### config.mk
export PLATFORM = sky130hd
export DESIGN_NAME = sle_ctrl
export DESIGN_NICKNAME = d
export VERILOG_FILES = /design/src/rtl/sle_pkg.sv /design/src/rtl/sle_ctrl.sv
export SDC_FILE = /design/constraint.sdc
export NUM_CORES = 1
export LEC_CHECK = 0
export BUFFER_PORTS_ARGS = -buffer_cell sky130_fd_sc_hd__buf_2
export CAP_MARGIN = 25
export CORE_UTILIZATION = 56
export DETAILED_ROUTE_END_ITERATION = 8
export MAX_ROUTING_LAYER = met4
export PLACE_DENSITY = 0.87
export SYNTH_ARGS = -nofsm -noshare
export SYNTH_HDL_FRONTEND = slang
export SYNTH_SLANG_ARGS = --single-unit
### constraint.sdc
create_clock -name clk -period 10.3 [get_ports clk]
set_input_delay 1.03 -clock clk [delete_from_list [all_inputs] [get_ports clk]]
set_output_delay 1.03 -clock clk [all_outputs]
set_load 0.005 [all_outputs]
### src/rtl/sle_pkg.sv
// shared types and codes for the sequential list engine
`default_nettype none
package sle_pkg;

  typedef enum logic [1:0] {
    FUNC_APPEND = 2'd0,
    FUNC_INSERT = 2'd1,
    FUNC_DELETE = 2'd2,
    FUNC_FIND   = 2'd3
  } func_t;

  typedef enum logic [1:0] {
    STATUS_OK     = 2'd0,
    STATUS_FULL   = 2'd1,
    STATUS_BADPOS = 2'd2,
    STATUS_EMPTY  = 2'd3
  } status_t;

  typedef enum logic [1:0] {
    CELL_HOLD   = 2'd0,
    CELL_APPEND = 2'd1,
    CELL_INSERT = 2'd2,
    CELL_ROTATE = 2'd3
  } cell_op_t;

  typedef enum logic {
    S_IDLE = 1'b0,
    S_SCAN = 1'b1
  } state_t;

  typedef struct packed {
    func_t              func;
    logic [7:0]         position;
    logic signed [31:0] value;
  } request_t;

  typedef struct packed {
    status_t            status;
    logic signed [31:0] removed_value;
    logic [7:0]         found_position;
    logic [7:0]         count;
  } result_t;

endpackage
`default_nettype wire

### src/rtl/sle_ctrl.sv
// request decode, rotation sequencer, element count and result register
`default_nettype none
module sle_ctrl #(
  parameter int CAPACITY = 128,
  parameter int IW       = 7,
  parameter int CW       = 8
) (
  input  wire                 clk,
  input  wire                 rst,
  input  wire                 start,
  output logic                busy,
  input  wire sle_pkg::request_t request,
  output logic                done,
  output sle_pkg::result_t    result,
  input  wire logic [31:0]    head,
  input  wire logic [31:0]    second,
  output sle_pkg::cell_op_t   cell_op,
  output logic [IW-1:0]       cell_index,
  output logic [31:0]         cell_value,
  output logic [31:0]         feed
);
  import sle_pkg::*;

  localparam int W = (CW > 8) ? CW : 8;
  localparam logic [CW-1:0] CAP_C    = CW'(CAPACITY);
  localparam logic [IW-1:0] LAST_IDX = IW'(CAPACITY - 1);

  state_t        state, state_next;
  logic [CW-1:0] count, count_next;
  logic [IW-1:0] step, step_next;
  logic [CW-1:0] found, found_next;
  logic [31:0]   removed, removed_next;
  func_t         op_q, op_q_next;
  logic [31:0]   value_q, value_q_next;
  logic [IW-1:0] target, target_next;
  logic          done_next;
  result_t       result_next;

  logic [W-1:0]  pos_w;
  logic [W-1:0]  count_w;
  logic          full;
  logic          bad_pos;
  logic [CW-1:0] step_c;

  assign pos_w   = W'(request.position);
  assign count_w = W'(count);
  assign full    = (count >= CAP_C);
  assign bad_pos = (pos_w == '0) || (pos_w > count_w);
  assign step_c  = CW'(step);
  assign busy    = (state == S_SCAN);

  function automatic result_t make_result(status_t st, logic [31:0] rem,
                                          logic [CW-1:0] fnd, logic [CW-1:0] cnt);
    result_t r;
    logic [W-1:0] fw;
    logic [W-1:0] cw;
    fw = W'(fnd);
    cw = W'(cnt);
    r.status         = st;
    r.removed_value  = rem;
    r.found_position = fw[7:0];
    r.count          = cw[7:0];
    return r;
  endfunction

  always_comb begin
    state_next   = state;
    count_next   = count;
    step_next    = step;
    found_next   = found;
    removed_next = removed;
    op_q_next    = op_q;
    value_q_next = value_q;
    target_next  = target;
    done_next    = 1'b0;
    result_next  = result;
    cell_op      = CELL_HOLD;
    cell_index   = '0;
    cell_value   = request.value;
    feed         = head;
    case (state)
      S_IDLE: begin
        if (start) begin
          op_q_next    = request.func;
          value_q_next = request.value;
          target_next  = IW'(pos_w - W'(1));
          step_next    = '0;
          found_next   = '0;
          removed_next = '0;
          case (request.func)
            FUNC_APPEND: begin
              done_next = 1'b1;
              if (full) begin
                result_next = make_result(STATUS_FULL, '0, '0, count);
              end else begin
                cell_op     = CELL_APPEND;
                cell_index  = count[IW-1:0];
                count_next  = count + CW'(1);
                result_next = make_result(STATUS_OK, '0, '0, count + CW'(1));
              end
            end
            FUNC_INSERT: begin
              done_next = 1'b1;
              if (full) begin
                result_next = make_result(STATUS_FULL, '0, '0, count);
              end else if (bad_pos) begin
                result_next = make_result(STATUS_BADPOS, '0, '0, count);
              end else begin
                cell_op     = CELL_INSERT;
                cell_index  = IW'(pos_w - W'(1));
                count_next  = count + CW'(1);
                result_next = make_result(STATUS_OK, '0, '0, count + CW'(1));
              end
            end
            FUNC_DELETE: begin
              if (count == '0) begin
                done_next   = 1'b1;
                result_next = make_result(STATUS_EMPTY, '0, '0, count);
              end else if (bad_pos) begin
                done_next   = 1'b1;
                result_next = make_result(STATUS_BADPOS, '0, '0, count);
              end else begin
                state_next = S_SCAN;
              end
            end
            FUNC_FIND: begin
              if (count == '0) begin
                done_next   = 1'b1;
                result_next = make_result(STATUS_OK, '0, '0, count);
              end else begin
                state_next = S_SCAN;
              end
            end
            default: begin
              done_next = 1'b0;
            end
          endcase
        end
      end
      S_SCAN: begin
        // whole ring turns once; the head cell sees each element in order
        cell_op = CELL_ROTATE;
        if (op_q == FUNC_DELETE && step >= target) begin
          feed = second;
        end
        if (op_q == FUNC_DELETE && step == target) begin
          removed_next = head;
        end
        if (op_q == FUNC_FIND && found == '0 && step_c < count && head == value_q) begin
          found_next = step_c + CW'(1);
        end
        step_next = step + IW'(1);
        if (step == LAST_IDX) begin
          state_next = S_IDLE;
          done_next  = 1'b1;
          if (op_q == FUNC_DELETE) begin
            count_next  = count - CW'(1);
            result_next = make_result(STATUS_OK, removed_next, '0, count - CW'(1));
          end else begin
            result_next = make_result(STATUS_OK, '0, found_next, count);
          end
        end
      end
      default: state_next = S_IDLE;
    endcase
  end

  always_ff @(posedge clk) begin
    if (rst) begin
      state <= S_IDLE;
      count <= '0;
      done  <= 1'b0;
    end else begin
      state <= state_next;
      count <= count_next;
      done  <= done_next;
    end
  end

  always_ff @(posedge clk) begin
    step    <= step_next;
    found   <= found_next;
    removed <= removed_next;
    op_q    <= op_q_next;
    value_q <= value_q_next;
    target  <= target_next;
    result  <= result_next;
  end

  a_count_range: assert property (@(posedge clk) disable iff (rst) count <= CAP_C)
    else $error("element count above capacity");

  a_scan_ends: assert property (@(posedge clk) disable iff (rst)
      (state == S_SCAN && step == LAST_IDX) |=> (done && state == S_IDLE))
    else $error("scan did not finish with a result");

  a_removed_ok: assert property (@(posedge clk) disable iff (rst)
      (done && result.removed_value != '0) |-> (result.status == STATUS_OK))
    else $error("removed value on a failed transaction");

  a_append_grows: assert property (@(posedge clk) disable iff (rst)
      (start && !busy && request.func == FUNC_APPEND && !full)
        |=> (count == $past(count) + CW'(1)))
    else $error("append did not grow the list");

endmodule
`default_nettype wire

==> qor.yml <==
status:
  run_status: "completed"
synthesis:
  area_contributors_post_synth: "sky130_fd_sc_hd__edfxtp_1 45%, sky130_fd_sc_hd__nand2_1 6.1%, sky130_fd_sc_hd__a21oi_1 4.1%"
  synth.net_count: 1113
  synth.yosys.seq_area_share: 0.467
  post-synth-top-area-fraction: 0.446
  synthTopCellsByCount: "151 x sky130_fd_sc_hd__nand2_1, 138 x sky130_fd_sc_hd__edfxtp_1, 77 x sky130_fd_sc_hd__a21oi_1, 73 x sky130_fd_sc_hd__clkbuf_1, 51 x sky130_fd_sc_hd__nor2_1"
  synth-async-reset-ratio: 0
  synth.distinct_cells: 65
  number_of_enable_type_register_cells_in_the_synthesized_netlist: 138
  synth_top_area_cell: "sky130_fd_sc_hd__edfxtp_1"
  yosys.cell_count.top_type: "sky130_fd_sc_hd__nand2_1"
  mapped_cells: 977
  post_synth_instance_area_mm2: 0.00930
  synthesis_stage_register_bit_count: 148
  synth.avg_cell_area_um2: 9.52
  yosysWarnings: 0
  ys.flop_type: "sky130_fd_sc_hd__edfxtp_1"
clock_tree:
  cts-buffers-inserted: 17
  cts-root-to-sink-buffers: 2
  cts.sink_count: 148
  postCtsSetupRepairBufs: 0
  holdBufCountCts: 0
  clock_tree.htree_level_count: 4
  cts_resized: 0
  tritoncts: "built"
  clk_latency_ps: 430
  cts_root_buf: "sky130_fd_sc_hd__clkbuf_16"
  clk_pin_slew_worst_paths_ps: 60
detailed_routing:
  detailroute.via_count: 8967
  postRouteAntennaNets: 0
  routed_wirelength_um: 28700
  drt_first_pass_iters: 7
  drt_first_iter_violations: 1420
  remaining_drc_errors: 0
  vias_per_cell: 6.56
  route.detailed.wl_per_inst_um: 21.0
pwr:
  p_int_mw: 1.19
  irDropWorstVdd_uv: 150
  p_per_cell_area_mw_per_mm2: 152
  cellLeakagePower_nw: 4.32
  netSwitchingFraction: 0.290
  power.net_switching_mw: 0.485
  pwr-share-seq: 0.441
  power.clock.fraction: 0.363
  combPwrFrac: 0.196
critical_path:
  critPathKind: "flop to output port"
  cp_cell_sequence: "ha_2 -> buf_4 -> and4_1 -> nand4_1 -> buf_4 -> nand2b_1 -> buf_16 -> a31oi_1 -> a21boi_0 -> nand3_1 -> buf_2"
  crit_fanout: 65
  cp_slowest_cell: "sky130_fd_sc_hd__nand2b_1"
  crit_path_max_incr_delay_ps: 580
  cp_common_cell: "sky130_fd_sc_hd__buf_4"
  worst-endpoint-required_ps: 9270
  endpoint_kind: "output port"
  worstSetupStartpointType: "flop"
  cp_data_arrival_time_ps: 3830
timing:
  max_clock_freq_ghz: 0.206
  finalCriticalPeriod_ps: 4860
  timing.final.crit_share: 0.472
  report.final.setup_viol: 0
  rsz0062_at_grt: "false"
  post_layout_worst_setup_margin_ps: 5440
  worst_hold_slack_ps: 611
  worstMarginPinSlew_ps: 918
  final.setup.tns_ps: 0
  slew_headroom: 0.383
  fin_worst_skew_ps: 9.59
  slew_viol_final: 0
  hold_viol_final: 0
floorplanning:
  floorplan.die.height_um: 131
  core_mm2: 0.0161
  fp-row-count: 46
  ioPinCount: 234
  die_area_mm2: 0.0171
  start_util: 0.579
  dieWidth_um: 131
global_route:
  via_count_of_the_first_global_routing_pass: 7905
  grt_first_pass_wirelength_um: 43200
  grt_overflow: 0
  pin_count_of_the_biggest_net_entering_global_routing: 66
  grt_util_all_layers: 0.348
  antenna_found_initial: 0
flow_run:
  max_cap_viol_count: 0
place:
  place.detailed.hpwl_um: 19200
  routabilityCongestion: 0.975
  port_buffers: 233
  placed_cell_count: 1335
  pre_cts_slack_ps: 5900
finish:
  fin_nets: 1275
  number_of_antenna_repair_diodes: 0
  drive_above_1_share: 0.262
  layoutNonFillerInstCount: 1367
  layout-area-overhead-vs-synth_pct: 18.6
  final_core_util: 0.687
hold_path:
  timing.hold.worst.class: "flop to flop"
-- layout by cell type, fill, tap and decap left out, types with 33 or more instances in the layout --
master	instances
sky130_fd_sc_hd__a21boi_0	33
sky130_fd_sc_hd__a21oi_1	76
sky130_fd_sc_hd__a31oi_1	43
sky130_fd_sc_hd__buf_2	233
sky130_fd_sc_hd__edfxtp_1	138
sky130_fd_sc_hd__nand2_1	150
sky130_fd_sc_hd__nand3_1	44
sky130_fd_sc_hd__nand4_1	38
sky130_fd_sc_hd__nor2_1	48
sky130_fd_sc_hd__xor2_1	36
-- power by group through the flow --
stage	Sequential [mW]	Combinational, mW	Clock, mW
final	0.739	0.328	0.608
after detailed placement	0.749	0.319	0
after floorplan	0.748	0.183	0
after CTS	0.738	0.322	0.607
after global placement	0.749	0.302	0
after global routing	0.743	0.355	0.632
-- stage by stage --
step	total power, mW	instance area (µm²)
after floorplan	0.931	9300
after global placement	1.05	10300
after detailed placement	1.07	10500
after CTS	1.67	11000
after global routing	1.73	11000
final	1.67	11000
-- state kept, by name, indices dropped and copies added (netlist names), 2 cells and up --
name,count
removed,32
count,8
op_q,2
result,50
step,7
target,7
found,8
value_q,32
-- worst paths after layout --
| kind | end | depth (start not counted) | slack, ps | start |
|---|---|---|---|---|
| worst min register to register | found[3]$_SDFFCE_PN0N_ | 2 | 610 | found[3]$_SDFFCE_PN0N_ |
| worst min-delay path | found[3]$_SDFFCE_PN0N_ | 2 | 610 | found[3]$_SDFFCE_PN0N_ |
| worst max register to register | result[17]$_SDFFCE_PN0P_ | 8 | 6690 | count[7]$_SDFFE_PP0P_ |
| worst max-delay path | feed[26] | 11 | 5440 | step[6]$_SDFFCE_PN0N_ |
-- logic make-up (layout without fill, tap and decap cells) --
logic type / count (synthesis) / in the layout / synth area share
simple gates: 369 / 369 / 0.196
compound gates: 239 / 239 / 0.175
flops: 148 / 148 / 0.467
buf+inv: 135 / 309 / 0.0685
xor+xnor: 51 / 51 / 0.0480
fa+ha+maj: 27 / 27 / 0.0363
mux: 8 / 8 / 0.00915
-- worst max-delay path: cells and delay by family (launching register included) --
family / cells / cell delay (ps)
and+or+nand+nor: 4 / 1180
buffers and inverters: 4 / 1120
DFF: 1 / 470
adders and majority gates: 1 / 360
AOI/OAI and AO/OA: 2 / 250
-- area by class of cell --
cell class | instances | area, µm²
clock inverters | 13 | 136
well taps | 216 | 270
inverters | 26 | 97.6
fillers | 1180 | 5030
multi-input cells | 694 | 4350
flip-flops and latches | 148 | 4340
repair buffers | 252 | 1400
clock buffers | 18 | 429
-- metal layers --
metal	share of wire	vias to the layer above	wire, µm	global-route usage
met5	0	-	0	-
met4	0.035	0	999	0.124
met3	0.13	118	3610	0.0765
met2	0.46	740	13100	0.526
met1	0.38	4176	11000	0.463
li1	-	3933	-	-
Note: power is estimated with default switching activity, not from simulation.
