## config.mk

```make
export PLATFORM = sky130hd
export DESIGN_NAME = sle_cell
export DESIGN_NICKNAME = d
export VERILOG_FILES = /design/src/rtl/sle_pkg.sv /design/src/rtl/sle_cell.sv
export SDC_FILE = /design/constraint.sdc
export NUM_CORES = 1
export LEC_CHECK = 0
export BUFFER_PORTS_ARGS = -buffer_cell sky130_fd_sc_hd__buf_4
export CAP_MARGIN = 20
export CORE_MARGIN = 3
export CORE_UTILIZATION = 44
export CTS_CLUSTER_DIAMETER = 150
export DETAILED_ROUTE_END_ITERATION = 7
export GPL_TIMING_DRIVEN = 1
export PLACE_DENSITY = 0.95
export SETUP_SLACK_MARGIN = 0.05
export SLEW_MARGIN = 40
export SYNTH_ARGS = -nofsm -noshare
export SYNTH_HDL_FRONTEND = slang
export SYNTH_SLANG_ARGS = --single-unit
```

## constraint.sdc

```tcl
create_clock -name clk -period 2.3 [get_ports clk]
set_input_delay 0.115 -clock clk [delete_from_list [all_inputs] [get_ports clk]]
set_output_delay 0.115 -clock clk [all_outputs]
set_load 0.05 [all_outputs]
```

## src/rtl/sle_pkg.sv

```systemverilog
// shared types and codes for the sequential list engine
`default_nettype none
package sle_pkg;

  typedef enum logic [1:0] {
    FUNC_APPEND = 2'd0,
    FUNC_INSERT = 2'd1,
    FUNC_DELETE = 2'd2,
    FUNC_FIND   = 2'd3
  } func_t;

  typedef enum logic [1:0] {
    STATUS_OK     = 2'd0,
    STATUS_FULL   = 2'd1,
    STATUS_BADPOS = 2'd2,
    STATUS_EMPTY  = 2'd3
  } status_t;

  typedef enum logic [1:0] {
    CELL_HOLD   = 2'd0,
    CELL_APPEND = 2'd1,
    CELL_INSERT = 2'd2,
    CELL_ROTATE = 2'd3
  } cell_op_t;

  typedef enum logic {
    S_IDLE = 1'b0,
    S_SCAN = 1'b1
  } state_t;

  typedef struct packed {
    func_t              func;
    logic [7:0]         position;
    logic signed [31:0] value;
  } request_t;

  typedef struct packed {
    status_t            status;
    logic signed [31:0] removed_value;
    logic [7:0]         found_position;
    logic [7:0]         count;
  } result_t;

endpackage
`default_nettype wire

```

## src/rtl/sle_cell.sv

```systemverilog
// one list entry: holds an element and moves it to or from its neighbours
`default_nettype none
module sle_cell #(
  parameter int IDX = 0,
  parameter int IW  = 7
) (
  input  wire                   clk,
  input  wire sle_pkg::cell_op_t op,
  input  wire logic [IW-1:0]    index,
  input  wire logic [31:0]      value,
  input  wire logic [31:0]      left,
  input  wire logic [31:0]      right,
  output logic [31:0]           data
);
  import sle_pkg::*;

  localparam logic [IW-1:0] MY_IDX = IW'(IDX);

  logic [31:0] data_next;

  always_comb begin
    data_next = data;
    case (op)
      CELL_APPEND: begin
        if (index == MY_IDX) data_next = value;
      end
      CELL_INSERT: begin
        // entries above the insert point move up by one
        if (MY_IDX > index) begin
          data_next = left;
        end else if (MY_IDX == index) begin
          data_next = value;
        end
      end
      CELL_ROTATE: data_next = right;
      default:     data_next = data;
    endcase
  end

  always_ff @(posedge clk) begin
    data <= data_next;
  end

endmodule
`default_nettype wire

```

==> results of run 1 <==
[cells in the final DEF, fill, tap and decap left out, drive strengths merged]
master	n
clkinv	2
a31oi	15
nor4	1
edfxtp	32
or2	2
nand4b	15
bufinv	1
o21ai	15
o211ai	34
or3	1
nor2	16
and2	1
clkbuf	5
or4	1
nand2	35
buf	110
[layer usage]
metal | up-vias | GRT usage
li1 | 920 | -
met2 | 98 | 0.368
met3 | 4 | 0.0659
met1 | 871 | 0.232
met5 | - | 0
met4 | 0 | 0.0459
[kinds of logic (layout without fill, tap and decap cells)]
family,Yosys count,in the layout
DFF,32,32
buffers and inverters,21,118
AOI/OAI and AO/OA,64,64
and+or+nand+nor,72,72
[report_power, final]
group,switching [mW],internal (mW)
clock,0.195,0.315
sequential,0.0369,0.736
combinational,0.403,0.233
[final cells by class]
class / instances / area [um2]
Clock inverter: 3 / 37.5
Timing Repair Buffer: 110 / 826
Multi-Input combinational cell: 136 / 845
Tap cell: 50 / 62.6
Sequential cell: 32 / 961
Clock buffer: 5 / 68.8
Fill cell: 330 / 1290
[path summary, 6_finish.rpt]
path / endpoint / cells after the start / startpoint
worst max register to register: data[5] / 2 / data[5]
worst min register to register: data[14] / 2 / data[14]
worst min-delay path: data[30] / 3 / right[30]
worst max-delay path: data[0] / 4 / index[3]
[through the flow]
step	worst slack, ns	std cells	hold slack, ns	instance area, um2
after detailed placement	0.485	328	0.416	2690
final	0.770	336	0.140	2800
after global routing	0.694	336	0.134	2800
after global placement	0.518	328	0.406	2690
after floorplan	0.757	189	0.322	1890
after CTS	0.760	336	0.130	2800
[critical path: stages]
cell and delay [ns]:
buf_4 0.11, or4_1 0.54, or2_1 0.54, o211ai_1 0.31
==> key figures, run 1 <==
Status
  – Status: finished clean

Layout
  – Synth-to-Final Area Change: 47.9%
  – Top reg by flops: data
  – Top Registers: data x32
  – Antenna Cells: 0
  – Largest register FFs: 32
  – Nets: 391
  – Layout cells sized above 1: 0.451
  – Util after Layout: 0.685

Clock network
  – Post-cts hold buffer count: 0
  – Clock Latency Late Sink: 0.27 ns
  – Setup Buffers After CTS: 0
  – CTS root buf: clkbuf_8
  – CTS resizes: 0
  – Sink Count: 32
  – CTS tree: done
  – H-tree depth: 2
  – Clock Tree Buf Depth: 2
  – CTS Buf Count: 5
  – Worst-path clk slew: 0.06 ns

Global route
  – Vias in the first global route: 1880
  – First-pass GRT wire length: 8.38 mm
  – Gr usage total: 0.203
  – Largest net degree at the start of global routing: 36
  – Initial antenna violation count: 0
  – GRT Residual Overflow: 0

Timing
  – RSZ-0062 raised after global routing: false
  – Fin crit period: 1.53 ns
  – Slew Limit Fails: 0
  – Highest Clock Rate: 654 MHz
  – Max-slew headroom: 0.463
  – Worst-Margin Slew: 0.805 ns
  – Count of final hold-check violations: 0
  – Worst Skew: 0 ns
  – Setup_tns: 0 ns
  – Setup-failing EPs final: 0
  – Period utilization: 0.665

Logic synthesis
  – Post-synthesis cell count: 189
  – Syn_area_per_cell: 10.0 um2
  – Dominant cell type by area after synthesis: edfxtp_1
  – Mapped Area: 1890 um2
  – Mux cell area share after synthesis: 0
  – Post-Synth Adder-Cell Area: 0
  – Distinct cells, synth: 17
  – Yosys reg bits: 32
  – Xor/xnor share of the synthesized area: 0
  – Syn. warnings: 0
  – Complex-gate fraction of the synthesized area: 0.250
  – Synth top area share: 0.508
  – Top cells by count, synth: nand2_1, edfxtp_1, o211ai_1
  – Main combinational cell family by area after synthesis: compound AO/OA/AOI/OAI gates
  – Synthesized Nets: 295
  – Most frequent cell after synthesis: nand2_1
  – Top cells by area, synth: edfxtp_1, o211ai_1, nand2_1
  – Sequential-to-total area share from yosys stat: 0.508
  – Main synth FF type: edfxtp_1
  – Async set-reset flop share out of synthesis: 0
  – Simple-gate share of the synthesized area: 0.191
  – Number of flops mapped to enable cells by yosys: 32

Drt
  – Metal2 WL: 2.64 mm
  – DR iter-0 viols: 80
  – Routed via count: 1893
  – Wirelength per Cell: 15.5 um
  – Residual DRC count: 0
  – Vias/cell: 5.63
  – Pre-antenna DRT Iters: 4
  – Post-route ant nets: 0
  – Top Metal Used: met4
  – WL met1: 2.05 mm
  – Wire length on met3: 507 um
  – WL final: 5.22 mm

Place
  – I/O Buffers: 105
  – Gpl congestion: 0.718
  – DP Wirelength: 3.70 mm

Pwr
  – Worst VDD drop: 0.446 mV
  – PwrDens: 685 nW/um2
  – Leak: 1.15 nW
  – Post-layout power: 1.92 mW

Worst hold path
  – Hold Path Class: in -> reg

Critical path
  – R2R Setup Slk: 1.39 ns
  – Critical path arrival: 1.63 ns
  – CP Class: in -> reg
  – Worst EP required: 2.40 ns
  – Worst setup EP type: flop
  – Crit Path Max Fanout: 17
  – Startpoint Class: input port

Floorplan
  – Num ports: 138
  – Die area: 5130 um2
  – Cell Rows: 23
  – Initial core utilization: 0.463
  – DIE WIDTH: 71.6 um
  – Die Y: 71.6 um
  – Placeable Area: 4090 um2

Flow run
  – Max cap viols: 0
(Power assumes the default switching activity.)
==> inputs of run 2 (changes only) <==
--- a/config.mk
+++ b/config.mk
@@ -5,14 +5,15 @@
 export SDC_FILE = /design/constraint.sdc
 export NUM_CORES = 1
 export LEC_CHECK = 0
+export ABC_AREA = 1
 export BUFFER_PORTS_ARGS = -buffer_cell sky130_fd_sc_hd__buf_4
 export CAP_MARGIN = 20
 export CORE_MARGIN = 3
-export CORE_UTILIZATION = 44
+export CORE_UTILIZATION = 38
 export CTS_CLUSTER_DIAMETER = 150
 export DETAILED_ROUTE_END_ITERATION = 7
 export GPL_TIMING_DRIVEN = 1
-export PLACE_DENSITY = 0.95
+export PLACE_DENSITY = 0.87
 export SETUP_SLACK_MARGIN = 0.05
 export SLEW_MARGIN = 40
 export SYNTH_ARGS = -nofsm -noshare
==> constraint.sdc (replaced) <==
create_clock -name clk -period 1.4 [get_ports clk]
set_input_delay 0.07 -clock clk [delete_from_list [all_inputs] [get_ports clk]]
set_output_delay 0.07 -clock clk [all_outputs]
set_load 0.05 [all_outputs]
==> key figures, run 2 <==
Status
  – Status: finished clean

Logic synthesis
  – Sequential-to-total area share from yosys stat: 0.452
  – Number of flops mapped to enable cells by yosys: 32
  – Yosys reg bits: 32
  – Post-synthesis cell count: 288
  – Distinct cells, synth: 16
  – Top cells by count, synth: inv_1, nand2_1, nand3_1
  – Syn_area_per_cell: 7.39 um2
  – Synthesized Nets: 394
  – Mapped Area: 2130 um2
  – Synth top area share: 0.452
  – Top cells by area, synth: edfxtp_1, nand3_1, inv_1
  – Dominant cell type by area after synthesis: edfxtp_1
  – Async set-reset flop share out of synthesis: 0
  – Most frequent cell after synthesis: inv_1
  – Syn. warnings: 0
  – Main synth FF type: edfxtp_1

Pwr
  – Clk network pwr share: 0.260
  – Pint: 2.14 mW
  – Leak: 1.62 nW
  – Comb pwr share: 0.347
  – Worst VDD drop: 0.535 mV
  – Sequential power share: 0.392
  – Switch share: 0.344
  – NetSw: 1.12 mW
  – PwrDens: 1060 nW/um2

Floorplan
  – Cell Rows: 26
  – Initial core utilization: 0.404
  – Placeable Area: 5270 um2
  – Num ports: 138
  – Die area: 6530 um2
  – Die Y: 80.8 um
  – DIE WIDTH: 80.8 um

Critical path
  – R2R Setup Slk: 0.48 ns
  – Worst setup EP type: primary output
  – Worst EP required: 1.33 ns
  – Largest stage delay, worst path: 0.41 ns
  – CP Cell Sequence: buf_4
  – Crit Path Max Fanout: 2
  – CP Launch Point: data[26]
  – CP Class: reg -> out
  – Reg2Reg Depth: 4
  – CP top delay family: flip-flops
  – Worst r2r src: data[17]
  – Critical path arrival: 0.90 ns
  – Reg2reg end: data[17]
  – WP buf/inv: 1
  – Slowest stage cell, crit path: edfxtp_1
  – Startpoint Class: flop

Layout
  – Fillers: 492
  – Antenna Cells: 0
  – Commonest non-fill, non-tap cell in the layout: buf_4
  – Top reg by flops: data
  – Nets: 496
  – Synth-to-Final Area Change: 44.8%
  – Layout cells sized above 1: 0.325
  – Most frequent cells in the layout: buf_4, inv_1, nand2_1
  – Layout Cells excl Fill: 461
  – Largest register FFs: 32
  – Top Registers: data x32

Drt
  – Residual DRC count: 0
  – Vias/cell: 4.75
  – Pre-antenna DRT Iters: 5
  – Post-route ant nets: 0
  – WL final: 5.88 mm
  – Routed via count: 2191
  – Wirelength per Cell: 12.7 um
  – DR iter-0 viols: 81

Clock network
  – Sink Count: 32
  – CTS Buf Count: 5
  – Setup Buffers After CTS: 0
  – Clock Tree Buf Depth: 2
  – Clock Latency Late Sink: 0.27 ns
  – Worst-path clk slew: 0.07 ns
  – H-tree depth: 2
  – Post-cts hold buffer count: 0
  – CTS root buf: clkbuf_8
  – CTS tree: done
  – CTS resizes: 0

Global route
  – First-pass GRT wire length: 9.54 mm
  – Vias in the first global route: 2210
  – GRT Residual Overflow: 0
  – Initial antenna violation count: 0
  – Gr usage total: 0.186
  – Largest net degree at the start of global routing: 33

Timing
  – Worst-Margin Slew: 0.792 ns
  – Setup_tns: 0 ns
  – Period utilization: 0.696
  – Fin crit period: 0.974 ns
  – Highest Clock Rate: 1030 MHz
  – Slew Limit Fails: 0
  – RSZ-0062 raised after global routing: false
  – Setup-failing EPs final: 0
  – Worst Skew: 0 ns
  – Max-slew headroom: 0.472
  – Count of final hold-check violations: 0

Place
  – Gpl congestion: 0.730
  – I/O Buffers: 105
  – DP Wirelength: 4.26 mm
  – Placed instance count: 453

Worst hold path
  – Hold Path Origin: right[10]
  – Hold worst-path end: data[10]
  – WHS Path Cells: 3
  – Hold Path Class: in -> reg

Flow run
  – Max cap viols: 0
## run 2: changes by cell type in the layout (fill, tap and decap cells not counted), moves of 24 or more
cell,before,now
nand3_1,0,64
o211ai_1,24,0
o21ai_1,0,28
nand2_1,34,66
inv_1,0,68
## run 2: cells by family after synthesis
group	Yosys count	synth area share
flops	32	0.452
buf+inv	87	0.182
compound gates	32	0.0788
simple gates	137	0.288
## run 2: area by class of cell
type / instances / area, um2 / area share
sequential: 32 / 961 / 0.312
clock inverter: 3 / 37.5 / 0.0122
tap: 70 / 87.6 / 0.0284
inverter: 69 / 259 / 0.0841
multi-input combinational: 169 / 779 / 0.253
clock buffer: 5 / 68.8 / 0.0223
timing repair buffer: 113 / 886 / 0.288
## run 2: worst max path at each step
stage,endpoint,slack (ns),depth (start not counted)
after detailed placement,data[14],0.20,2
after global routing,data[26],0.39,1
after global placement,data[6],0.24,2
after floorplan,data[11],0.28,4
after CTS,data[17],0.42,1
final,data[26],0.43,1
## run 2: routing by layer
layer  vias to the layer above  GRT usage  wire length (um)  share of wire
met5                         -          0                 0              0
met4                         0     0.0490                53         0.0090
met3                         8     0.0521               471          0.080
met2                        91      0.357              3120           0.53
met1                       980      0.197              2230           0.38
li1                       1112          -                 -              -
## run 2: through the flow
step | utilization | cell area [um2] | worst slack (ns) | hold WS [ns] | total power [mW]
finish | 0.584 | 3080 | 0.426 | 0.0572 | 3.26
global route | 0.584 | 3080 | 0.390 | 0.0596 | 3.42
CTS | 0.584 | 3080 | 0.419 | 0.0466 | 3.28
detailed placement | 0.564 | 2970 | 0.199 | 0.343 | 2.43
global placement | 0.564 | 2970 | 0.237 | 0.342 | 2.40
floorplan | - | 2130 | 0.279 | 0.256 | 2.01
## run 2: power by group through the flow
stage	clock, mW	sequential (mW)	combinational (mW)
floorplan	0	1.72	0.294
finish	0.848	1.28	1.13
detailed placement	0	1.30	1.14
global route	0.906	1.29	1.22
CTS	0.868	1.28	1.14
global placement	0	1.29	1.11
